--- src/qpr_pkg.sv ---
// Shared constants of the quaternion point rotation unit.
package qpr_pkg;

    // Width of the configuration register index.
    localparam int CFG_IDX_W = 2;

    // Configuration register indexes.
    localparam logic [CFG_IDX_W-1:0] REG_QUAT_W = 2'd0;
    localparam logic [CFG_IDX_W-1:0] REG_QUAT_X = 2'd1;
    localparam logic [CFG_IDX_W-1:0] REG_QUAT_Y = 2'd2;
    localparam logic [CFG_IDX_W-1:0] REG_QUAT_Z = 2'd3;

    // Quaternion component order inside the datapath.
    localparam int QC_W = 0;
    localparam int QC_X = 1;
    localparam int QC_Y = 2;
    localparam int QC_Z = 3;

    // Stage count of the front part of the datapath (products and sums).
    localparam int FRONT_STAGES = 4;

endpackage

--- src/qpr_div_sat.sv ---
// Pipelined restoring divider with truncation toward zero and saturation.
module qpr_div_sat
    import qpr_pkg::*;
#(
    parameter int NUM_W   = 60,
    parameter int DEN_W   = 33,
    parameter int POINT_W = 24
) (
    input  logic                      aclk,
    input  logic [POINT_W+2:0]        adv,
    input  logic signed [NUM_W-1:0]   num_in,
    input  logic [DEN_W-1:0]          den_in,
    output logic [POINT_W-1:0]        quo_out,
    output logic                      clip_out
);

    localparam int QB = POINT_W + 1;

    // First stage: sign and magnitude
    logic [NUM_W-1:0] mag0_reg;
    logic             neg0_reg;
    logic [DEN_W-1:0] den0_reg;

    always_ff @(posedge aclk) begin
        if (adv[0]) begin
            neg0_reg <= num_in[NUM_W-1];
            mag0_reg <= num_in[NUM_W-1] ? NUM_W'(-num_in) : NUM_W'(num_in);
            den0_reg <= den_in;
        end
    end

    // Bit stages: index 0 holds the overflow check, index k holds k quotient bits
    logic [NUM_W-1:0] rem_reg [QB+1];
    logic [QB-1:0]    quo_reg [QB+1];
    logic [DEN_W-1:0] den_reg [QB+1];
    logic             neg_reg [QB+1];
    logic             ovf_reg [QB+1];

    // Flag quotients that do not fit in QB bits
    always_ff @(posedge aclk) begin
        if (adv[1]) begin
            rem_reg[0] <= mag0_reg;
            quo_reg[0] <= '0;
            den_reg[0] <= den0_reg;
            neg_reg[0] <= neg0_reg;
            ovf_reg[0] <= mag0_reg >= (NUM_W'(den0_reg) << QB);
        end
    end

    // Produce one quotient bit per stage, most significant first
    for (genvar k = 0; k < QB; k++) begin : g_step
        localparam int BIT = QB - 1 - k;
        logic [NUM_W-1:0] dsh;
        logic             take;

        assign dsh  = NUM_W'(den_reg[k]) << BIT;
        assign take = rem_reg[k] >= dsh;

        always_ff @(posedge aclk) begin
            if (adv[k+2]) begin
                rem_reg[k+1] <= take ? rem_reg[k] - dsh : rem_reg[k];
                quo_reg[k+1] <= quo_reg[k] | (take ? (QB'(1) << BIT) : QB'(0));
                den_reg[k+1] <= den_reg[k];
                neg_reg[k+1] <= neg_reg[k];
                ovf_reg[k+1] <= ovf_reg[k];
            end
        end
    end

    // Saturate to the signed point range
    logic [QB-1:0] pos_max;
    logic [QB-1:0] neg_lim;
    logic [QB-1:0] quo_f;
    logic [QB-1:0] neg_quo;

    assign pos_max = (QB'(1) << (POINT_W - 1)) - QB'(1);
    assign neg_lim = QB'(1) << (POINT_W - 1);
    assign quo_f   = quo_reg[QB];
    assign neg_quo = QB'(0) - quo_f;

    always_comb begin
        if (neg_reg[QB]) begin
            if (ovf_reg[QB] || (quo_f > neg_lim)) begin
                quo_out  = neg_lim[POINT_W-1:0];
                clip_out = 1'b1;
            end else begin
                quo_out  = neg_quo[POINT_W-1:0];
                clip_out = 1'b0;
            end
        end else begin
            if (ovf_reg[QB] || (quo_f > pos_max)) begin
                quo_out  = pos_max[POINT_W-1:0];
                clip_out = 1'b1;
            end else begin
                quo_out  = quo_f[POINT_W-1:0];
                clip_out = 1'b0;
            end
        end
    end

endmodule

--- config.mk ---
export PLATFORM = sky130hd
export DESIGN_NAME = qpr_div_sat
export DESIGN_NICKNAME = d
export VERILOG_FILES = /design/src/qpr_pkg.sv /design/src/qpr_div_sat.sv
export SDC_FILE = /design/constraint.sdc
export NUM_CORES = 2
export LEC_CHECK = 0
export BUFFER_PORTS_ARGS = -buffer_cell sky130_fd_sc_hd__buf_2
export CAP_MARGIN = 25
export CORE_MARGIN = 8
export CORE_UTILIZATION = 40
export CTS_CLUSTER_DIAMETER = 100
export DETAILED_ROUTE_END_ITERATION = 10
export PLACE_DENSITY = 0.64
export SYNTH_ARGS = -nofsm -noshare
export SYNTH_HDL_FRONTEND = slang
export SYNTH_SLANG_ARGS = --single-unit
export TNS_END_PERCENT = 30
--- constraint.sdc ---
create_clock -name aclk -period 5.2 [get_ports aclk]
set_input_delay 0.52 -clock aclk [delete_from_list [all_inputs] [get_ports aclk]]
set_output_delay 0.52 -clock aclk [all_outputs]
set_load 0.01 [all_outputs]
==> impl_metrics.env <==
export IMPL_synth_seq_cells=2796
export IMPL_finalCriticalPeriod_ps=5380
export IMPL_yosysSeqAreaShare_pct=56.1
export IMPL_rows=224
export IMPL_drtAntennaViolNets=0
export IMPL_max_vdd_ir_drop_v=0.000310
export IMPL_portBuffers=145
export IMPL_crit_fanout=5
export IMPL_setup_violations=24
export IMPL_criticalPathCategory="register to primary output"
export IMPL_end_kind="primary output"
export IMPL_max_stage_delay_ps=530
export IMPL_worst_path_max_delay_cell="or4b_4"
export IMPL_synth_top_area_share_pct=56.1
export IMPL_yosysWarnings=0
export IMPL_relSlewSlack_pct=9.91
export IMPL_gp_congestion=0.958
export IMPL_area_growth_syn_to_layout_pct=12.5
export IMPL_synth_flop_cell="edfxtp_1"
export IMPL_syn_inst=13200
export IMPL_critPathArrivalTime_ps=4860
export IMPL_p_int_w=0.0580
export IMPL_nNetsFinal=14600
export IMPL_grt_pass1_vias=102000
export IMPL_wirelength_um=367000
export IMPL_p_per_area_nw_per_um2=533
export IMPL_die_w_um=628
export IMPL_die_h_um=628
export IMPL_clock_tree_root_cell="clkbuf_16"
export IMPL_drv_cap=0
export IMPL_design_area_um2=168000
export IMPL_dp_slack_ps=390
export IMPL_layout_drive_gt1_share_pct=7.78
export IMPL_clkTransAtPathRegs_ps=60
export IMPL_cts_sinks=2796
export IMPL_viasPerCell=5.32
export IMPL_p_clk_share_pct=23.6
export IMPL_status="finished with violations"
export IMPL_violations="negative setup slack"
export IMPL_finalWorstSetupSlack_ps=-182
export IMPL_comb_power_share_pct=37.8
export IMPL_post_dp_cell_area_um2=157000
export IMPL_cts_made_buffers=311
export IMPL_clockBufferDepth=4
export IMPL_die_area_um2=394000
export IMPL_skew_ps=54.6
export IMPL_tns_ps=-2510
export IMPL_cpMostUsedCell="or3_4"
export IMPL_grt_overflow_total=0
export IMPL_tightestPinTransition_ps=1350
export IMPL_largest_reg_flops=1500
export IMPL_tritoncts="built"
export IMPL_critPathLaunchType="register"
export IMPL_via_count=100000
export IMPL_drc=0
export IMPL_core_area_um2=372000
export IMPL_synth_area_leaders="edfxtp_1, ha_1, a21oi_1"
export IMPL_initial_core_util_pct=40.2
export IMPL_first_pass_iters=6
export IMPL_syn_nets=14200
export IMPL_rsz0062_at_grt="yes"
export IMPL_clk_latency_ps=920
export IMPL_net_switching_power_w=0.0318
export IMPL_synth_area_per_cell_um2=11.4
export IMPL_io_pins=146
export IMPL_synth_cell_types=99
export IMPL_drtIter0Drc=5054
export IMPL_async_flop_share_pct=0
export IMPL_fmax_mhz=186
export IMPL_p_leak_nw=64.4
export IMPL_cp_required_ps=4680
export IMPL_grt_pass1_wl_um=562000
export IMPL_wl_per_cell_um=19.5
export IMPL_dp_hpwl_um=290000
export IMPL_fillers=33900
export IMPL_antenna_found_initial=14
export IMPL_p_seq_share_pct=38.6
export IMPL_grt_max_degree=117
export IMPL_synth_largest_area_cell="edfxtp_1"
export IMPL_regToRegSetupSlack_ps=540
export IMPL_htreeDepth=5
export IMPL_slew_viol_final=0
export IMPL_crit_chain="inv_2, ha_4, or3b_4, or3_4, or4b_4, nor3_4, nand3_2, or3_4, o41ai_4, buf_6, buf_4, a31oi_1, buf_2"
export IMPL_holdCritPathClass="primary input to register"
export IMPL_final_hold_viol_count=0
export IMPL_grt_total_usage_pct=17.8
export IMPL_syn_area_um2=150000
export IMPL_synth_edf_count=2796
export IMPL_swShare_pct=35.4
export IMPL_fin_util_pct=45.2
export IMPL_fin_crit_sh_pct=104
==> layout make-up <==
| type | count | area (um2) | share of cell area [%] |
|---|---|---|---|
| sequential | 2796 | 84000 | 49.8 |
| multi-input combinational | 8904 | 60500 | 35.9 |
| antenna | 52 | 130 | 0.0772 |
| timing repair buffer | 436 | 3670 | 2.18 |
| inverter | 1119 | 4200 | 2.49 |
| clock buffer | 388 | 8220 | 4.88 |
| clock inverter | 164 | 1530 | 0.907 |
| tap | 4972 | 6220 | 3.69 |
==> final timing paths <==
check	from	end	depth (start not counted)
setup reg to reg	den_reg[15][32]	rem_reg[8][39]	14
hold / removal	num_in[59]	mag0_reg[6]	3
hold reg to reg	quo_reg[0][266]	quo_reg[0][291]	0
setup / recovery	quo_reg[1][225]	clip_out	13
==> kinds of logic (layout without fill, tap and decap cells) <==
group	Yosys count	after routing	share of synthesized area [%]
other	0	52	0
and+or+nand+nor	3444	3446	11.4
DFF	2796	2796	56.1
AOI/OAI and AO/OA	3323	3323	13.7
xor gates and xnor gates	1094	1094	6.40
buffers and inverters	1492	2107	3.78
muxes	156	156	1.20
adders and majority gates	885	885	7.51
==> worst max-delay path, delay by kind of cell, from the launching register on <==
family	cells	cell delay (ps)
flip-flops	1	430
adder cells (fa/ha/maj)	1	130
buffers and inverters	4	750
AO/OA/AOI/OAI	2	570
AND/OR/NAND/NOR	6	2060
==> Yosys cell counts, types with 212 or more instances <==
| cell type | count |
|---|---|
| nand4_1 | 214 |
| nand3_1 | 212 |
| nor2_1 | 879 |
| o21ai_0 | 756 |
| a21o_1 | 441 |
| clkbuf_1 | 330 |
| nor3_1 | 241 |
| nand2_1 | 920 |
| xor2_1 | 464 |
| a21oi_1 | 1174 |
| inv_1 | 1117 |
| xnor2_1 | 630 |
| edfxtp_1 | 2796 |
| ha_1 | 861 |
==> power groups by stage <==
stage,Sequential (W),Combinational [W],Clock (W)
global route,0.0351,0.0375,0.0225
detailed placement,0.0351,0.0336,0
global placement,0.0350,0.0334,0
finish,0.0347,0.0340,0.0212
floorplan,0.0335,0.0253,0
CTS,0.0346,0.0338,0.0217
==> timing repair <==
item                                   4_1_cts  5_1_grt
setup endpoints to repair                   25       25
pin swaps                                    8       15
gates resized for setup                     25       32
endpoints found under the hold margin       98        0
setup buffers                               10       10
gates cloned                                 1        1
hold buffers                               105        0
==> cells in the final DEF (no fill, tap or decap), types with 64 or more instances in the layout <==
cell type / instances
a21o_1: 440
clkbuf_1: 70
o21bai_1: 122
o21a_1: 126
dlygate4sd3_1: 105
or3_1: 83
o21ai_0: 748
nor4_1: 198
nor3_1: 238
nand2b_1: 120
or4_1: 70
clkinv_1: 64
and3_1: 69
a211oi_1: 85
o31ai_1: 67
o211ai_1: 68
nor2_1: 876
inv_1: 1114
clkbuf_16: 318
buf_2: 116
mux2_2: 135
nand4_1: 214
nor2b_1: 136
ha_1: 860
nand3_1: 211
edfxtp_1: 2796
xor2_1: 463
a31oi_1: 95
a21oi_1: 1166
buf_4: 174
nand2_1: 920
xnor2_1: 630
==> per-layer routing <==
layer  GRT usage [%]  share of wire (%)
met2            35.7                 55
met4            13.9                9.1
met3            1.96                2.8
met1            16.0                 33
met5               0             0.0063
==> through the flow <==
stage / total power [W] / hold WS (ps) / instances
2_1_floorplan: 0.0588 / 400 / 13200
3_3_place_gp: 0.0684 / 401 / 18100
3_5_place_dp: 0.0686 / 405 / 18100
4_1_cts: 0.0902 / 43.3 / 18800
5_1_grt: 0.0951 / 55.7 / 18800
6_report: 0.0898 / 66.6 / 18800
Power figures use the tool's default switching activity.
